$ cat src/rtl/clpd_pkg.sv
// Package: types, codes and reset values of the draw command block.
`default_nettype none

package clpd_pkg;

  localparam int PADDR_W = 5;

  // register indexes (paddr[4:2])
  localparam logic [2:0] REG_PANEL_W  = 3'd0;
  localparam logic [2:0] REG_PANEL_H  = 3'd1;
  localparam logic [2:0] REG_COL_OFS  = 3'd2;
  localparam logic [2:0] REG_ROW_OFS  = 3'd3;
  localparam logic [2:0] REG_COL_OPC  = 3'd4;
  localparam logic [2:0] REG_ROW_OPC  = 3'd5;
  localparam logic [2:0] REG_MEMW_OPC = 3'd6;

  localparam logic [7:0] RST_PANEL_W  = 8'd128;
  localparam logic [7:0] RST_PANEL_H  = 8'd128;
  localparam logic [7:0] RST_COL_OFS  = 8'd0;
  localparam logic [7:0] RST_ROW_OFS  = 8'd0;
  localparam logic [7:0] RST_COL_OPC  = 8'd42;
  localparam logic [7:0] RST_ROW_OPC  = 8'd43;
  localparam logic [7:0] RST_MEMW_OPC = 8'd44;

  // draw op codes
  localparam logic [2:0] OP_PIXEL = 3'd0;
  localparam logic [2:0] OP_HLINE = 3'd1;
  localparam logic [2:0] OP_VLINE = 3'd2;
  localparam logic [2:0] OP_RECT  = 3'd3;
  localparam logic [2:0] OP_FILL  = 3'd4;

  // result kinds
  localparam logic [1:0] KIND_CMD  = 2'd0;
  localparam logic [1:0] KIND_DATA = 2'd1;
  localparam logic [1:0] KIND_RUN  = 2'd2;

  localparam int QUEUE_DEPTH = 4;
  localparam int QPTR_W      = $clog2(QUEUE_DEPTH);
  localparam int QCNT_W      = $clog2(QUEUE_DEPTH + 1);

  typedef struct packed {
    logic        [2:0]  op;
    logic signed [15:0] pos_x;
    logic signed [15:0] pos_y;
    logic signed [15:0] span_w;
    logic signed [15:0] span_h;
    logic        [15:0] color;
  } req_t;

  typedef struct packed {
    logic [1:0]  kind;
    logic [7:0]  byte_value;
    logic [15:0] run_color;
    logic [15:0] run_count;
    logic        last;
  } item_t;

  typedef struct packed {
    logic [7:0] panel_width;
    logic [7:0] panel_height;
    logic [7:0] column_offset;
    logic [7:0] row_offset;
    logic [7:0] column_set_opcode;
    logic [7:0] row_set_opcode;
    logic [7:0] memory_write_opcode;
  } cfg_t;

  // clipped window handed from front to back
  typedef struct packed {
    logic [7:0]  x0;
    logic [7:0]  w;
    logic [7:0]  y0;
    logic [7:0]  h;
    logic [15:0] color;
  } qent_t;

  typedef enum logic [3:0] {
    ST_IDLE,
    ST_COL_CMD,
    ST_COL_D0,
    ST_COL_D1,
    ST_COL_D2,
    ST_COL_D3,
    ST_ROW_CMD,
    ST_ROW_D0,
    ST_ROW_D1,
    ST_ROW_D2,
    ST_ROW_D3,
    ST_MEMW_CMD,
    ST_RUN
  } step_t;

endpackage

`default_nettype wire

$ cat src/rtl/clipped_draw_to_panel_command_stream.sv
// Top level: clipped draw requests in, panel command stream out.
//
// Input: a draw request is taken at a clock edge with start high and busy low.
// The front end clips it in the same cycle; a request that leaves nothing
// visible is dropped and yields no items. A visible one goes into a
// four-entry window queue; busy is high only while that queue is full.
// Output: twelve items per visible request, one per cycle, each shown for
// exactly one cycle with out_strobe high: column-set command, four column
// bytes, row-set command, four row bytes, memory-write command and the
// pixel run (last set). The receiver has no stall; items are never held.
// A request passes through the queue, the sequencer state register and the
// output item register before its first item appears. The back-end
// sequencer emits one item per cycle; back-to-back windows run without a
// gap. Dropped requests never enter the queue.
// Configuration: seven 8-bit registers at byte addresses 0..24, written
// via the APB-style port only while the block is idle (the user's duty;
// the block does not enforce it). Reset (rst_n low, synchronous) empties
// the queue, idles the sequencer and loads each register's reset value.
`default_nettype none

module clipped_draw_to_panel_command_stream (
  input  wire logic                         clk,
  input  wire logic                         rst_n,
  input  wire logic                         start,
  output logic                              busy,
  input  wire clpd_pkg::req_t               in_req,
  output logic                              out_strobe,
  output clpd_pkg::item_t                   out_item,
  input  wire logic                         psel,
  input  wire logic                         penable,
  input  wire logic                         pwrite,
  input  wire logic [clpd_pkg::PADDR_W-1:0] paddr,
  input  wire logic [31:0]                  pwdata,
  output logic      [31:0]                  prdata,
  output logic                              pready
);

  clpd_pkg::cfg_t  cfg;
  clpd_pkg::qent_t q_wdata, q_rdata;
  logic            q_push, q_pop, q_full, q_empty;

  assign busy = q_full;

  clpd_regs u_regs (
    .clk     (clk),
    .rst_n   (rst_n),
    .psel    (psel),
    .penable (penable),
    .pwrite  (pwrite),
    .paddr   (paddr),
    .pwdata  (pwdata),
    .prdata  (prdata),
    .pready  (pready),
    .cfg     (cfg)
  );

  clpd_front u_front (
    .start   (start),
    .q_full  (q_full),
    .req     (in_req),
    .cfg     (cfg),
    .q_push  (q_push),
    .q_wdata (q_wdata)
  );

  clpd_queue u_queue (
    .clk   (clk),
    .rst_n (rst_n),
    .push  (q_push),
    .wdata (q_wdata),
    .pop   (q_pop),
    .rdata (q_rdata),
    .full  (q_full),
    .empty (q_empty)
  );

  clpd_back u_back (
    .clk        (clk),
    .rst_n      (rst_n),
    .cfg        (cfg),
    .q_empty    (q_empty),
    .q_rdata    (q_rdata),
    .q_pop      (q_pop),
    .out_strobe (out_strobe),
    .out_item   (out_item)
  );

endmodule

`default_nettype wire

$ cat src/rtl/clpd_regs.sv
// Configuration register file behind the APB-style port.
`default_nettype none

module clpd_regs (
  input  wire logic                         clk,
  input  wire logic                         rst_n,
  input  wire logic                         psel,
  input  wire logic                         penable,
  input  wire logic                         pwrite,
  input  wire logic [clpd_pkg::PADDR_W-1:0] paddr,
  input  wire logic [31:0]                  pwdata,
  output logic      [31:0]                  prdata,
  output logic                              pready,
  output clpd_pkg::cfg_t                    cfg
);

  clpd_pkg::cfg_t cfg_r, cfg_nxt;
  logic [2:0]     idx;
  logic           wr_en;

  assign idx    = paddr[4:2];
  assign wr_en  = psel && penable && pwrite;
  assign pready = 1'b1;
  assign cfg    = cfg_r;

  always_comb begin
    cfg_nxt = cfg_r;
    if (wr_en) begin
      case (idx)
        clpd_pkg::REG_PANEL_W:  cfg_nxt.panel_width         = pwdata[7:0];
        clpd_pkg::REG_PANEL_H:  cfg_nxt.panel_height        = pwdata[7:0];
        clpd_pkg::REG_COL_OFS:  cfg_nxt.column_offset       = pwdata[7:0];
        clpd_pkg::REG_ROW_OFS:  cfg_nxt.row_offset          = pwdata[7:0];
        clpd_pkg::REG_COL_OPC:  cfg_nxt.column_set_opcode   = pwdata[7:0];
        clpd_pkg::REG_ROW_OPC:  cfg_nxt.row_set_opcode      = pwdata[7:0];
        clpd_pkg::REG_MEMW_OPC: cfg_nxt.memory_write_opcode = pwdata[7:0];
        default: ;
      endcase
    end
  end

  always_comb begin
    case (idx)
      clpd_pkg::REG_PANEL_W:  prdata = {24'd0, cfg_r.panel_width};
      clpd_pkg::REG_PANEL_H:  prdata = {24'd0, cfg_r.panel_height};
      clpd_pkg::REG_COL_OFS:  prdata = {24'd0, cfg_r.column_offset};
      clpd_pkg::REG_ROW_OFS:  prdata = {24'd0, cfg_r.row_offset};
      clpd_pkg::REG_COL_OPC:  prdata = {24'd0, cfg_r.column_set_opcode};
      clpd_pkg::REG_ROW_OPC:  prdata = {24'd0, cfg_r.row_set_opcode};
      clpd_pkg::REG_MEMW_OPC: prdata = {24'd0, cfg_r.memory_write_opcode};
      default:                prdata = 32'd0;
    endcase
  end

  always_ff @(posedge clk) begin
    if (!rst_n) begin
      cfg_r.panel_width         <= clpd_pkg::RST_PANEL_W;
      cfg_r.panel_height        <= clpd_pkg::RST_PANEL_H;
      cfg_r.column_offset       <= clpd_pkg::RST_COL_OFS;
      cfg_r.row_offset          <= clpd_pkg::RST_ROW_OFS;
      cfg_r.column_set_opcode   <= clpd_pkg::RST_COL_OPC;
      cfg_r.row_set_opcode      <= clpd_pkg::RST_ROW_OPC;
      cfg_r.memory_write_opcode <= clpd_pkg::RST_MEMW_OPC;
    end else begin
      cfg_r <= cfg_nxt;
    end
  end

endmodule

`default_nettype wire

$ cat src/rtl/clpd_front.sv
// Front end: classifies a draw request and clips it to the panel.
`default_nettype none

module clpd_front (
  input  wire logic           start,
  input  wire logic           q_full,
  input  wire clpd_pkg::req_t req,
  input  wire clpd_pkg::cfg_t cfg,
  output logic                q_push,
  output clpd_pkg::qent_t     q_wdata
);

  typedef struct packed {
    logic       vis;
    logic [7:0] start;
    logic [7:0] len;
  } axis_t;

  // clip one axis; 18-bit signed so no sum overflows
  function automatic axis_t clip_axis(input logic signed [17:0] s,
                                      input logic signed [17:0] n,
                                      input logic signed [17:0] lim);
    logic signed [17:0] s1;
    logic signed [17:0] n1;
    logic signed [17:0] n2;
    axis_t              r;
    if (s < 18'sd0) begin
      n1 = n + s;
      s1 = 18'sd0;
    end else begin
      n1 = n;
      s1 = s;
    end
    if (s1 + n1 - 18'sd1 >= lim) begin
      n2 = lim - s1;
    end else begin
      n2 = n1;
    end
    r.vis   = n2 > 18'sd0;
    r.start = s1[7:0];
    r.len   = n2[7:0];
    return r;
  endfunction

  logic signed [17:0] sx, sy, sw, sh, lim_w, lim_h;
  logic               x_in, y_in, vis;
  axis_t              cx, cy;

  assign sx    = 18'(req.pos_x);
  assign sy    = 18'(req.pos_y);
  assign sw    = 18'(req.span_w);
  assign sh    = 18'(req.span_h);
  assign lim_w = $signed({10'd0, cfg.panel_width});
  assign lim_h = $signed({10'd0, cfg.panel_height});
  assign x_in  = (sx >= 18'sd0) && (sx < lim_w);
  assign y_in  = (sy >= 18'sd0) && (sy < lim_h);
  assign cx    = clip_axis(sx, sw, lim_w);
  assign cy    = clip_axis(sy, sh, lim_h);

  always_comb begin
    q_wdata.color = req.color;
    q_wdata.x0    = sx[7:0];
    q_wdata.w     = 8'd1;
    q_wdata.y0    = sy[7:0];
    q_wdata.h     = 8'd1;
    vis           = 1'b0;
    case (req.op)
      clpd_pkg::OP_PIXEL: vis = x_in && y_in;
      clpd_pkg::OP_HLINE: begin
        vis       = y_in && cx.vis;
        q_wdata.x0 = cx.start;
        q_wdata.w  = cx.len;
      end
      clpd_pkg::OP_VLINE: begin
        vis       = x_in && cy.vis;
        q_wdata.y0 = cy.start;
        q_wdata.h  = cy.len;
      end
      clpd_pkg::OP_RECT: begin
        vis       = cx.vis && cy.vis;
        q_wdata.x0 = cx.start;
        q_wdata.w  = cx.len;
        q_wdata.y0 = cy.start;
        q_wdata.h  = cy.len;
      end
      clpd_pkg::OP_FILL: begin
        vis       = (cfg.panel_width != 8'd0) && (cfg.panel_height != 8'd0);
        q_wdata.x0 = 8'd0;
        q_wdata.w  = cfg.panel_width;
        q_wdata.y0 = 8'd0;
        q_wdata.h  = cfg.panel_height;
      end
      default: vis = 1'b0;
    endcase
  end

  // invisible requests are taken and dropped here
  assign q_push = start && !q_full && vis;

endmodule

`default_nettype wire

$ cat src/rtl/clpd_queue.sv
// Small register queue between the clipping front and the command back end.
`default_nettype none

module clpd_queue (
  input  wire logic            clk,
  input  wire logic            rst_n,
  input  wire logic            push,
  input  wire clpd_pkg::qent_t wdata,
  input  wire logic            pop,
  output clpd_pkg::qent_t      rdata,
  output logic                 full,
  output logic                 empty
);

  clpd_pkg::qent_t                mem_r [clpd_pkg::QUEUE_DEPTH];
  logic [clpd_pkg::QPTR_W-1:0]    wr_ptr_r, wr_ptr_nxt;
  logic [clpd_pkg::QPTR_W-1:0]    rd_ptr_r, rd_ptr_nxt;
  logic [clpd_pkg::QCNT_W-1:0]    cnt_r, cnt_nxt;
  logic                           do_push, do_pop;

  assign full    = cnt_r == clpd_pkg::QCNT_W'(clpd_pkg::QUEUE_DEPTH);
  assign empty   = cnt_r == '0;
  assign do_push = push && !full;
  assign do_pop  = pop && !empty;
  assign rdata   = mem_r[rd_ptr_r];

  always_comb begin
    wr_ptr_nxt = do_push ? wr_ptr_r + clpd_pkg::QPTR_W'(1) : wr_ptr_r;
    rd_ptr_nxt = do_pop ? rd_ptr_r + clpd_pkg::QPTR_W'(1) : rd_ptr_r;
    cnt_nxt    = cnt_r;
    if (do_push && !do_pop) begin
      cnt_nxt = cnt_r + clpd_pkg::QCNT_W'(1);
    end else if (do_pop && !do_push) begin
      cnt_nxt = cnt_r - clpd_pkg::QCNT_W'(1);
    end
  end

  always_ff @(posedge clk) begin
    if (!rst_n) begin
      wr_ptr_r <= '0;
      rd_ptr_r <= '0;
      cnt_r    <= '0;
    end else begin
      wr_ptr_r <= wr_ptr_nxt;
      rd_ptr_r <= rd_ptr_nxt;
      cnt_r    <= cnt_nxt;
    end
  end

  always_ff @(posedge clk) begin
    if (do_push) begin
      mem_r[wr_ptr_r] <= wdata;
    end
  end

endmodule

`default_nettype wire

$ cat src/rtl/clpd_back.sv
// Back end: walks one clipped window through the twelve-item command stream.
`default_nettype none

module clpd_back (
  input  wire logic            clk,
  input  wire logic            rst_n,
  input  wire clpd_pkg::cfg_t  cfg,
  input  wire logic            q_empty,
  input  wire clpd_pkg::qent_t q_rdata,
  output logic                 q_pop,
  output logic                 out_strobe,
  output clpd_pkg::item_t      out_item
);

  clpd_pkg::step_t state_r, state_nxt;
  clpd_pkg::qent_t cur_r, cur_nxt;
  clpd_pkg::item_t item_r, item_nxt;
  logic            strobe_r, strobe_nxt;
  logic [7:0]      x1, y1;
  logic [15:0]     count;

  assign x1    = cur_r.x0 + cur_r.w - 8'd1;
  assign y1    = cur_r.y0 + cur_r.h - 8'd1;
  assign count = {8'd0, cur_r.w} * {8'd0, cur_r.h};

  // next state
  always_comb begin
    state_nxt = state_r;
    q_pop     = 1'b0;
    case (state_r)
      clpd_pkg::ST_IDLE: begin
        if (!q_empty) begin
          q_pop     = 1'b1;
          state_nxt = clpd_pkg::ST_COL_CMD;
        end
      end
      clpd_pkg::ST_COL_CMD:  state_nxt = clpd_pkg::ST_COL_D0;
      clpd_pkg::ST_COL_D0:   state_nxt = clpd_pkg::ST_COL_D1;
      clpd_pkg::ST_COL_D1:   state_nxt = clpd_pkg::ST_COL_D2;
      clpd_pkg::ST_COL_D2:   state_nxt = clpd_pkg::ST_COL_D3;
      clpd_pkg::ST_COL_D3:   state_nxt = clpd_pkg::ST_ROW_CMD;
      clpd_pkg::ST_ROW_CMD:  state_nxt = clpd_pkg::ST_ROW_D0;
      clpd_pkg::ST_ROW_D0:   state_nxt = clpd_pkg::ST_ROW_D1;
      clpd_pkg::ST_ROW_D1:   state_nxt = clpd_pkg::ST_ROW_D2;
      clpd_pkg::ST_ROW_D2:   state_nxt = clpd_pkg::ST_ROW_D3;
      clpd_pkg::ST_ROW_D3:   state_nxt = clpd_pkg::ST_MEMW_CMD;
      clpd_pkg::ST_MEMW_CMD: state_nxt = clpd_pkg::ST_RUN;
      clpd_pkg::ST_RUN: begin
        // chain straight into the next window when one is waiting
        if (!q_empty) begin
          q_pop     = 1'b1;
          state_nxt = clpd_pkg::ST_COL_CMD;
        end else begin
          state_nxt = clpd_pkg::ST_IDLE;
        end
      end
      default: state_nxt = clpd_pkg::ST_IDLE;
    endcase
  end

  // item for the current step
  always_comb begin
    strobe_nxt          = 1'b1;
    item_nxt.kind       = clpd_pkg::KIND_DATA;
    item_nxt.byte_value = 8'd0;
    item_nxt.run_color  = 16'd0;
    item_nxt.run_count  = 16'd0;
    item_nxt.last       = 1'b0;
    case (state_r)
      clpd_pkg::ST_IDLE: strobe_nxt = 1'b0;
      clpd_pkg::ST_COL_CMD: begin
        item_nxt.kind       = clpd_pkg::KIND_CMD;
        item_nxt.byte_value = cfg.column_set_opcode;
      end
      clpd_pkg::ST_COL_D0: ;
      clpd_pkg::ST_COL_D1: item_nxt.byte_value = cur_r.x0 + cfg.column_offset;
      clpd_pkg::ST_COL_D2: ;
      clpd_pkg::ST_COL_D3: item_nxt.byte_value = x1 + cfg.column_offset;
      clpd_pkg::ST_ROW_CMD: begin
        item_nxt.kind       = clpd_pkg::KIND_CMD;
        item_nxt.byte_value = cfg.row_set_opcode;
      end
      clpd_pkg::ST_ROW_D0: ;
      clpd_pkg::ST_ROW_D1: item_nxt.byte_value = cur_r.y0 + cfg.row_offset;
      clpd_pkg::ST_ROW_D2: ;
      clpd_pkg::ST_ROW_D3: item_nxt.byte_value = y1 + cfg.row_offset;
      clpd_pkg::ST_MEMW_CMD: begin
        item_nxt.kind       = clpd_pkg::KIND_CMD;
        item_nxt.byte_value = cfg.memory_write_opcode;
      end
      clpd_pkg::ST_RUN: begin
        item_nxt.kind      = clpd_pkg::KIND_RUN;
        item_nxt.run_color = cur_r.color;
        item_nxt.run_count = count;
        item_nxt.last      = 1'b1;
      end
      default: strobe_nxt = 1'b0;
    endcase
  end

  assign cur_nxt    = q_pop ? q_rdata : cur_r;
  assign out_strobe = strobe_r;
  assign out_item   = item_r;

  always_ff @(posedge clk) begin
    if (!rst_n) begin
      state_r  <= clpd_pkg::ST_IDLE;
      strobe_r <= 1'b0;
    end else begin
      state_r  <= state_nxt;
      strobe_r <= strobe_nxt;
    end
  end

  always_ff @(posedge clk) begin
    cur_r  <= cur_nxt;
    item_r <= item_nxt;
  end

endmodule

`default_nettype wire

$ cat config.mk
export PLATFORM = sky130hd
export DESIGN_NAME = clipped_draw_to_panel_command_stream
export DESIGN_NICKNAME = d
export VERILOG_FILES = /design/src/rtl/clpd_pkg.sv /design/src/rtl/clipped_draw_to_panel_command_stream.sv /design/src/rtl/clpd_regs.sv /design/src/rtl/clpd_front.sv /design/src/rtl/clpd_queue.sv /design/src/rtl/clpd_back.sv
export SDC_FILE = /design/constraint.sdc
export NUM_CORES = 1
export LEC_CHECK = 0
export BUFFER_PORTS_ARGS = -buffer_cell sky130_fd_sc_hd__buf_2
export CAP_MARGIN = 10
export CORE_MARGIN = 1.5
export CORE_UTILIZATION = 60
export CTS_BUF_LIST = sky130_fd_sc_hd__clkbuf_8
export CTS_CLUSTER_SIZE = 10
export DETAILED_ROUTE_END_ITERATION = 6
export PLACE_DENSITY = 0.8
export SLEW_MARGIN = 5
export SYNTH_ARGS = -nofsm -noshare
export SYNTH_HDL_FRONTEND = slang
export SYNTH_HIERARCHICAL = 1
export SYNTH_SLANG_ARGS = --single-unit
$ cat constraint.sdc
create_clock -name clk -period 8.8 [get_ports clk]
set_input_delay 0.88 -clock clk [delete_from_list [all_inputs] [get_ports clk]]
set_output_delay 0.88 -clock clk [all_outputs]
set_load 0.02 [all_outputs]
=== Word-level counts from Yosys, hierarchy flattened ===
Memories as Yosys holds them, arrays and structs flattened. A register that Yosys moved wholly into a read port is not among the register bits.
Cells that the tools add are included.

* Add/sub/neg operators: 20
* Multiply operators: 1
* $lt $le $gt $ge: 10
* Equality and inequality tests: 24
* Mux-type cells: 23
* Reductions and logical operators: 38

{| class="wikitable"
|+ Operators with widths
! cell !! count
|-
| $pmux W8 S7 || 2
|-
| $mux W18 || 6
|-
| $pmux W16 S2 || 2
|-
| $pmux W4 S13 || 1
|-
| $add A8 B8 Y8 || 6
|-
| $add A18 B18 Y18 || 2
|-
| $ge A18 B9 Y1 || 2
|-
| $gt A18 B1 Y1 const B || 2
|-
| $sub A18 B2 Y18 const B || 2
|-
| $sub A9 B18 Y18 || 2
|-
| $add A16 B16 Y17 || 2
|-
| $ge A16 B1 Y1 const B || 2
|-
| $lt A16 B1 Y1 const B || 2
|-
| $lt A16 B9 Y1 || 2
|-
| $eq A4 B4 Y1 const B || 5
|-
| $eq A4 B3 Y1 const B || 4
|-
| $mul A8 B8 Y16 || 1
|-
| $reduce_bool A8 Y1 || 2
|-
| $sub A8 B1 Y8 const B || 2
|-
| $eq A3 B3 Y1 const B || 5
|-
| $logic_and A1 B1 Y1 || 15
|-
| $reduce_and A2 Y1 || 7
|-
| $eq A3 B2 Y1 const B || 4
|-
| $reduce_or A12 Y1 || 1
|-
| other kinds (18) || 35
|}

* Register bits after elaboration: 111
* RAM bits: 192
* Input bits: 126
* Output and inout bits: 78
* Word-level logic and storage cells: 134
* Memories: 1

{| class="wikitable"
|+ Memory list
! name !! depth !! bits a word !! read ports !! clocked after Yosys merged registers in !! wr ports !! line !! RTL
|-
| u_queue.mem_r || 4 || 48 || 1 || 1 || 1 || clpd_queue.sv:15 || <nowiki>clpd_pkg::qent_t mem_r [clpd_pkg::QUEUE_DEPTH];</nowiki>
|}

=== Depth between registers and ports, before layout ===
Gate-level depths: netlist (run 1).

* Depth after elaboration: 15
* Mapped depth: 31
* Mapped depth without buffers: 30

=== Cells and area by module ===
Netlist (run 1), hierarchy kept.

{| class="wikitable"
|+ By module, submodules not included
! module !! times used !! cells each !! area an instance (um^2)
|-
| clpd_queue || 1 || 298 || 7400.8
|-
| clpd_back || 1 || 691 || 6998.0
|-
| clpd_front || 1 || 946 || 6711.4
|-
| clpd_regs || 1 || 295 || 2816.5
|}

=== Least setup slack after synthesis (run 1) ===
Ideal clock, no wire load.

* Path type: in2reg
* Start: in in_req[16] (netlist bit)
* End: mem u_queue/mem_r[0][0] (netlist bit) (enable)
* Arrival time: 6.972 ns
* Data required time: 8.390 ns
* Slack: 1.417 ns
* Cell stages on the path: 25
* Buffers on the path: 1
* Cells stage by stage: ha_1 -> inv_1 -> fa_1 -> nand2_1 -> o21ai_0 -> ha_1 -> inv_1 -> ha_1 -> fa_1 -> a211oi_1 -> o21ai_0 -> a21oi_1 -> xnor2_1 -> ha_1 -> a222oi_1 -> nand3_1 -> a2111oi_0 -> o2111ai_1 -> nor3_1 -> nor2_2 -> a211oi_1 -> o311a_1 -> nor2b_1 -> buf_2 -> and2_1

* Word-level cells in the longest chain between the ends: 13

{| class="wikitable"
|+ Ends and longest elaborated chain
! what !! line !! RTL
|-
| start, declared || clipped_draw_to_panel_command_stream.sv:26 || <nowiki>input wire clpd_pkg::req_t in_req,</nowiki>
|-
| $add A16 B16 Y17 || clpd_front.sv:28 || <nowiki>n1 = n + s;</nowiki>
|-
| $mux W18 * || clpd_front.sv:27 || <nowiki>if (s < 18'sd0) begin</nowiki>
|-
| $add A18 B18 Y18 || clpd_front.sv:34 || <nowiki>if (s1 + n1 - 18'sd1 >= lim) begin</nowiki>
|-
| $sub A18 B2 Y18 || clpd_front.sv:34 ||
|-
| $ge A18 B9 Y1 || clpd_front.sv:34 ||
|-
| $mux W18 * || clpd_front.sv:34 ||
|-
| $gt A18 B1 Y1 * || clpd_front.sv:39 || <nowiki>r.vis = n2 > 18'sd0;</nowiki>
|-
| $logic_and A1 B1 Y1 (on tied branches) || clpd_front.sv:80, clpd_front.sv:75 ||
|-
| $pmux W1 S5 * || clpd_front.sv:67 || <nowiki>case (req.op)</nowiki>
|-
| $logic_and A1 B1 Y1 * || clpd_front.sv:98 || <nowiki>assign q_push = start && !q_full && vis;</nowiki>
|-
| named net q_push || clipped_draw_to_panel_command_stream.sv:40 || <nowiki>logic q_push, q_pop, q_full, q_empty;</nowiki>
|-
| $logic_and A1 B1 Y1 * || clpd_queue.sv:23 || <nowiki>assign do_push = push && !full;</nowiki>
|-
| named net u_queue.do_push || clpd_queue.sv:19 || <nowiki>logic do_push, do_pop;</nowiki>
|-
| $mux W1 * || clpd_queue.sv:51 || <nowiki>if (do_push) begin</nowiki>
|-
| $mux W1 (implied by the code) * || clpd_queue.sv:52 || <nowiki>mem_r[wr_ptr_r] <= wdata;</nowiki>
|-
| end, declared || clpd_queue.sv:15 ||
|}

Mark *: on every way through the listed nets, which the timed path passes. The rest lies on a longest branch.

=== Final worst setup path (run 1) ===
* Start: in in_req[48] (netlist bit)
* End: reg u_queue/cnt_r[2] (netlist bit)

* Word-level cells in the longest chain between the ends: 14

{| class="wikitable"
|+ Ends and longest elaborated chain
! what !! line !! RTL
|-
| $add A16 B16 Y17 or $lt A16 B1 Y1 (tied branches) || clpd_front.sv:28, clpd_front.sv:27 ||
|-
| $mux W18 || clpd_front.sv:27 ||
|-
| $add A18 B18 Y18 || clpd_front.sv:34 ||
|-
| $sub A18 B2 Y18 || clpd_front.sv:34 ||
|-
| $ge A18 B9 Y1 || clpd_front.sv:34 ||
|-
| $mux W18 || clpd_front.sv:34 ||
|-
| $gt A18 B1 Y1 || clpd_front.sv:39 ||
|-
| $logic_and A1 B1 Y1 (on tied branches) || clpd_front.sv:80, clpd_front.sv:75 ||
|-
| $pmux W1 S5 * || clpd_front.sv:67 ||
|-
| $logic_and A1 B1 Y1 * || clpd_front.sv:98 ||
|-
| named net q_push || clipped_draw_to_panel_command_stream.sv:40 ||
|-
| $logic_and A1 B1 Y1 * || clpd_queue.sv:23 ||
|-
| $logic_not A1 Y1 || clpd_queue.sv:33 || <nowiki>end else if (do_pop && !do_push) begin</nowiki>
|-
| $logic_and A1 B1 Y1 || clpd_queue.sv:33 ||
|-
| $reduce_bool A2 Y1 (no line) || n/a ||
|-
| end signal, assigned || clpd_queue.sv:46 || <nowiki>cnt_r <= cnt_nxt;</nowiki>
|-
| end, declared || clpd_queue.sv:18 || <nowiki>logic [clpd_pkg::QCNT_W-1:0] cnt_r, cnt_nxt;</nowiki>
|}

Marked as above.
A chain may end at the register's enable or synchronous reset.

==> results of run 1 <==
-- state kept, by name (all words and copies together), names as in the netlist, named ones only --
| name | count |
|---|---|
| u_queue/mem_r | 192 |
| u_regs/cfg | 56 |
| u_back/cur_r | 48 |
| u_back/out_item | 42 |
| u_back/state_r | 4 |
| u_queue/cnt_r | 3 |
| u_queue/rd_ptr_r | 2 |
| u_queue/wr_ptr_r | 2 |
| u_back/out_strobe | 1 |
-- routing by layer --
layer / up-vias / track usage / routed length [µm]
li1: 8326 / - / -
met1: 8543 / 0.366 / 24300
met5: - / 0 / 13
met2: 598 / 0.477 / 27900
met3: 144 / 0.0406 / 3360
met4: 2 / 0.115 / 2190
-- power breakdown --
part	total, mW	internal (mW)	switching, mW
logic	1.77	0.732	1.04
registers	1.86	1.82	0.0378
clock network	1.41	0.750	0.656
total	5.04	3.30	1.74
-- area by class of cell --
type	instances	area, µm²	share of cell area
diodes	1	2.50	0.0000960
clock buffers	63	867	0.0333
clock inverters	38	277	0.0106
inverters	252	946	0.0363
multi-input cells	1539	12900	0.497
flip-flops and latches	352	9450	0.363
well taps	518	648	0.0249
repair buffers	166	916	0.0352
-- cell families after synthesis --
| kind of cell | count (synthesis) | synth area share |
|---|---|---|
| xor+xnor | 70 | 0.0259 |
| compound gates | 434 | 0.128 |
| fa+ha+maj | 281 | 0.165 |
| other cells | 2 | 0.000314 |
| simple gates | 576 | 0.126 |
| buf+inv | 362 | 0.0680 |
| mux | 153 | 0.0910 |
| flops | 352 | 0.395 |
-- through the flow --
step | power [mW] | hold WS (ns) | util
after floorplan | 3.25 | 0.420 | -
after global placement | 3.58 | 0.423 | 0.639
after detailed placement | 3.63 | 0.431 | 0.639
after CTS | 5.05 | 0.376 | 0.668
after global routing | 5.35 | 0.410 | 0.668
final | 5.04 | 0.435 | 0.668
-- cells in the final DEF (no fill, tap or decap), types with 20 or more instances in the layout --
master,synthesis,layout
mux2i_1,87,87
nor3_1,27,27
and2_1,59,55
a21o_1,36,36
xnor2_1,49,49
nor2_1,114,114
clkbuf_8,1,63
edfxtp_1,240,240
nand2b_1,21,21
mux4_2,48,48
nand3_1,28,28
ha_1,222,222
nand2_1,166,166
nor2b_1,36,36
conb_1,2,25
o211ai_1,27,27
a21oi_1,82,82
xor2_1,20,20
inv_1,248,263
a211oi_1,21,21
fa_1,59,59
buf_2,14,152
dfxtp_1,112,110
o21ai_0,66,66
-- worst min-delay path by stage --
stage,start,to,slack (ns),cells after the start
6_report,in_req[7],u_queue/mem_r[2][7]$_DFFE_PP_,0.44,1
3_5_place_dp,u_back/cur_r[8]$_DFFE_PP_,u_back/out_item[25]$_SDFF_PN0_,0.43,1
5_1_grt,in_req[14],u_queue/mem_r[3][14]$_DFFE_PP_,0.41,1
3_3_place_gp,u_back/cur_r[15]$_DFFE_PP_,u_back/out_item[32]$_SDFF_PN0_,0.42,1
2_1_floorplan,u_back/cur_r[0]$_DFFE_PP_,u_back/out_item[17]$_SDFF_PN0_,0.42,1
4_1_cts,in_req[7],u_queue/mem_r[2][7]$_DFFE_PP_,0.38,1
==> results.json, run 1 <==
{
  "synth-seq-cells": 352,
  "synth_commonest_cells": "inv_1, edfxtp_1, ha_1",
  "fmax_mhz": 130,
  "critPathKind": "in -> reg",
  "cpPeakStageDelay_ns": 0.47,
  "drv_slew": 0,
  "cts_tree": "yes",
  "grt_overflow": 0,
  "cts_resized": 0,
  "post_cts_buffers": 0,
  "die_area_um2": 41100,
  "synth_area_leader_cell": "edfxtp_1",
  "ys_warn_count": 6,
  "cap_violations": 0,
  "fin_crit_ns": 7.71,
  "status": "complete, but fails checks",
  "finClkSkew_ns": 0.0412,
  "postCtsHoldBufs": 0,
  "final_area_um2": 26100,
  "grt_pass1_vias": 17517,
  "arrival_ns": 8.26,
  "synthCells": 2230,
  "wirelength_um": 57700,
  "cp_max_fo": 9,
  "async_reset_ff_frac": 0,
  "relSlewSlack": 0.322,
  "drive_above_1_share": 0.150,
  "synth_seq_area_share": 0.395,
  "drt_iter0_drc": 1405,
  "reg2reg_depth": 18,
  "num_vias": 17613,
  "fin_cells": 2929,
  "die_h_um": 203,
  "area_delta_synth_final_pct": 8.89,
  "cts.path.max_buffers": 3,
  "cp_common_cell": "ha_1",
  "placed_area_um2": 24900,
  "cts_sinks": 352,
  "pre_cts_slack_ns": 0.695,
  "place_inst": 2827,
  "startpoint": "in_req[48]",
  "final_antenna_net_count": 0,
  "core_area_um2": 39000,
  "ys.flop_type": "edfxtp_1",
  "fin_ws_ns": 1.09,
  "setup_tns_ns": 0,
  "clk_pin_slew_ns": 0.07,
  "violations": "DRC",
  "synth.most_common_cell": "inv_1",
  "r2r_end": "u_queue/cnt_r[2]$_SDFFE_PN0P_",
  "crit_slowest_cell": "a2111oi_0",
  "syn_area_um2": 23900,
  "track_usage": 0.282,
  "nFillCells": 3004,
  "port_buffers": 152,
  "min_path_type": "in -> reg",
  "initial_core_util": 0.613,
  "synth_edf_count": 240,
  "leakagePower_nw": 11.0,
  "min_period_over_period": 0.877,
  "setup_viol": 0,
  "gp_congestion": 0.940,
  "finalHoldViolCount": 0,
  "crit_buf_inv": 5,
  "via_per_inst": 6.01,
  "avgSynthCellArea_um2": 10.7,
  "critical-path-top-delay-family": "compound AO/OA/AOI/OAI gates",
  "wl_per_cell_um": 19.7,
  "antenna_found_initial": 2,
  "grt_pass1_wl_um": 91500,
  "layout.nets": 2772,
  "cts_root_buf": "clkbuf_8",
  "cp-end-kind": "flop",
  "cp_data_required_time_ns": 9.34,
  "critical_path_depth": 31,
  "fp-row-count": 72,
  "rrSetupSlack_ns": 3.27,
  "dr.pass1.iters": 7,
  "cts_buffers": 54,
  "synth_area_leaders": "edfxtp_1, ha_1, dfxtp_1",
  "pin_count": 204,
  "grt_max_degree": 81,
  "synth.top_cell.area_share": 0.301,
  "crit_end": "u_queue/cnt_r[2]$_SDFFE_PN0P_",
  "clkLatencyLatePin_ns": 0.67,
  "dieWidth_um": 203,
  "route.detailed.drc": 3,
  "worst_pin_slew_ns": 1.00,
  "rr_startpoint": "u_regs/cfg[51]$_SDFFE_PN0P_",
  "cts_max_level": 2,
  "rsz0062_at_grt": "no",
  "hpwlAfterDp_um": 43600,
  "ir_drop_v": 0.000158,
  "critPathLaunchType": "input port",
  "powerDensity_nw_per_um2": 193,
  "synth_cell_types": 104
}
No activity file was read; power rests on OpenSTA's default activity.
==> inputs of run 2 (changes only) <==
Settings changed: CORE_MARGIN 1.5 to unset, REMOVE_ABC_BUFFERS set to 1.
==> run 2 against run 1 <==
The flow now finishes without violations. Largest power group unchanged. Cell area down 0.36%. Combinational power about the same. Die area down 0.98%. Clock skew down 0.024 ns. Critical path depth down 2. Setup slack better by 0.12 ns. Core utilization down 0.24 points. Sequential share of layout area up 0.13 points.
==> results.json, run 2 (synthesis results as in run 1) <==
{
  "status": "completed",
  "grt_pass1_vias": 17731,
  "finish.utilization": 0.666,
  "final_common_cell": "inv_1",
  "core_area_um2": 39000,
  "nFillCells": 2925,
  "via_per_inst": 6.04,
  "cpPeakStageDelay_ns": 0.60,
  "fmax_mhz": 132,
  "finClkSkew_ns": 0.0174,
  "die_area_um2": 40700,
  "cp-end-kind": "flop",
  "cts_sinks": 352,
  "arrival_ns": 8.12,
  "ir_drop_v": 0.000117,
  "grt_max_degree": 81,
  "fin_cells": 2929,
  "hold_slack_ns": 0.442,
  "layout.nets": 2772,
  "wirelength_um": 56600,
  "pin_count": 204,
  "crit_end": "u_queue/cnt_r[2]$_SDFFE_PN0P_",
  "track_usage": 0.282,
  "powerDensity_nw_per_um2": 189,
  "cts_tree": "yes",
  "grt_overflow": 0,
  "cp_data_required_time_ns": 9.33,
  "startpoint": "in_req[64]",
  "placed_area_um2": 24900,
  "fin_crit_ns": 7.60,
  "final_antenna_net_count": 0,
  "min_period_over_period": 0.863,
  "setup_tns_ns": 0,
  "cp_common_cell": "ha_1",
  "clkLatencyLatePin_ns": 0.61,
  "fp-row-count": 72,
  "fin_ws_ns": 1.20,
  "top_register": "u_queue/mem_r",
  "area_delta_synth_final_pct": 8.50,
  "most-common-layout-cells": "inv_1, edfxtp_1, ha_1",
  "drive_above_1_share": 0.146,
  "initial_core_util": 0.613,
  "critPathLaunchType": "input port",
  "setup_viol": 0,
  "relSlewSlack": 0.324,
  "crit_buf_inv": 4,
  "post_cts_buffers": 0,
  "cts.path.max_buffers": 3,
  "pre_cts_slack_ns": 0.610,
  "antenna_found_initial": 2,
  "clk_pin_slew_ns": 0.06,
  "rsz0062_at_grt": "no",
  "crit_slowest_cell": "a311oi_1",
  "drt_iter0_drc": 1304,
  "final_area_um2": 26000,
  "rrSetupSlack_ns": 3.34,
  "largest_reg_flops": 192,
  "num_vias": 17683,
  "critical_path_depth": 29,
  "cts_buffers": 54,
  "gp_congestion": 0.948,
  "cp_max_fo": 10,
  "cts_max_level": 2,
  "ff_latch_area_um2": 9450,
  "p_total_mw": 4.90,
  "wl_per_cell_um": 19.3,
  "worst_pin_slew_ns": 1.01,
  "finalHoldViolCount": 0,
  "dr.pass1.iters": 6,
  "multiInputGateArea_um2": 12900,
  "postCtsHoldBufs": 0,
  "cts_root_buf": "clkbuf_8",
  "leakagePower_nw": 11.0,
  "grt_pass1_wl_um": 91300,
  "die_h_um": 202,
  "critPathKind": "in -> reg",
  "port_buffers": 152,
  "dieWidth_um": 202,
  "reg2reg_depth": 19,
  "rr_startpoint": "u_regs/cfg[51]$_SDFFE_PN0P_",
  "critical-path-top-delay-family": "compound AO/OA/AOI/OAI gates",
  "drv_slew": 0,
  "hpwlAfterDp_um": 43000,
  "min_path_type": "reg -> reg",
  "cts_resized": 0,
  "place_inst": 2827,
  "cap_violations": 0,
  "route.detailed.drc": 0,
  "r2r_end": "u_queue/cnt_r[2]$_SDFFE_PN0P_"
}
[run 2: final cells by class]
class / count / area share
well taps: 518 / 0.0250
inverters: 252 / 0.0364
clock buffers: 61 / 0.0323
flip-flops and latches: 352 / 0.364
clock inverters: 40 / 0.00814
repair buffers: 166 / 0.0353
multi-input cells: 1539 / 0.499
diodes: 1 / 0.0000964
[run 2: worst min path at each step]
stage / from / end / slack (ns) / cells after the start
after floorplan: u_back/cur_r[0]$_DFFE_PP_ / u_back/out_item[17]$_SDFF_PN0_ / 0.42 / 1
after global placement: u_back/cur_r[4]$_DFFE_PP_ / u_back/out_item[21]$_SDFF_PN0_ / 0.42 / 1
after detailed placement: u_back/cur_r[13]$_DFFE_PP_ / u_back/out_item[30]$_SDFF_PN0_ / 0.43 / 1
after CTS: in_req[9] / u_queue/mem_r[3][9]$_DFFE_PP_ / 0.44 / 1
after global routing: u_back/cur_r[13]$_DFFE_PP_ / u_back/out_item[30]$_SDFF_PN0_ / 0.45 / 1
final: u_back/cur_r[13]$_DFFE_PP_ / u_back/out_item[30]$_SDFF_PN0_ / 0.44 / 1
[run 2: worst reg2reg max path: cells and delay by family, from the launching register on]
family                     cells  cell delay, ns
DFF                            1            0.55
buffers and inverters          3            0.39
AOI/OAI and AO/OA              7            2.16
and+or+nand+nor                5            1.21
xor gates and xnor gates       1            0.18
adders and majority gates      3            0.89
[run 2: metal layers]
layer  GRT usage  wire (µm)  vias to the layer above
met4      0.0947       1530                        2
met2       0.485      27700                      642
li1            -          -                     8315
met5           0          8                        -
met3      0.0319       3260                      108
met1       0.370      24000                     8616
[run 2: power by group]
group / total, mW / internal [mW] / switching (mW)
combinational: 1.76 / 0.732 / 1.03
sequential: 1.85 / 1.82 / 0.0334
clock: 1.29 / 0.668 / 0.618
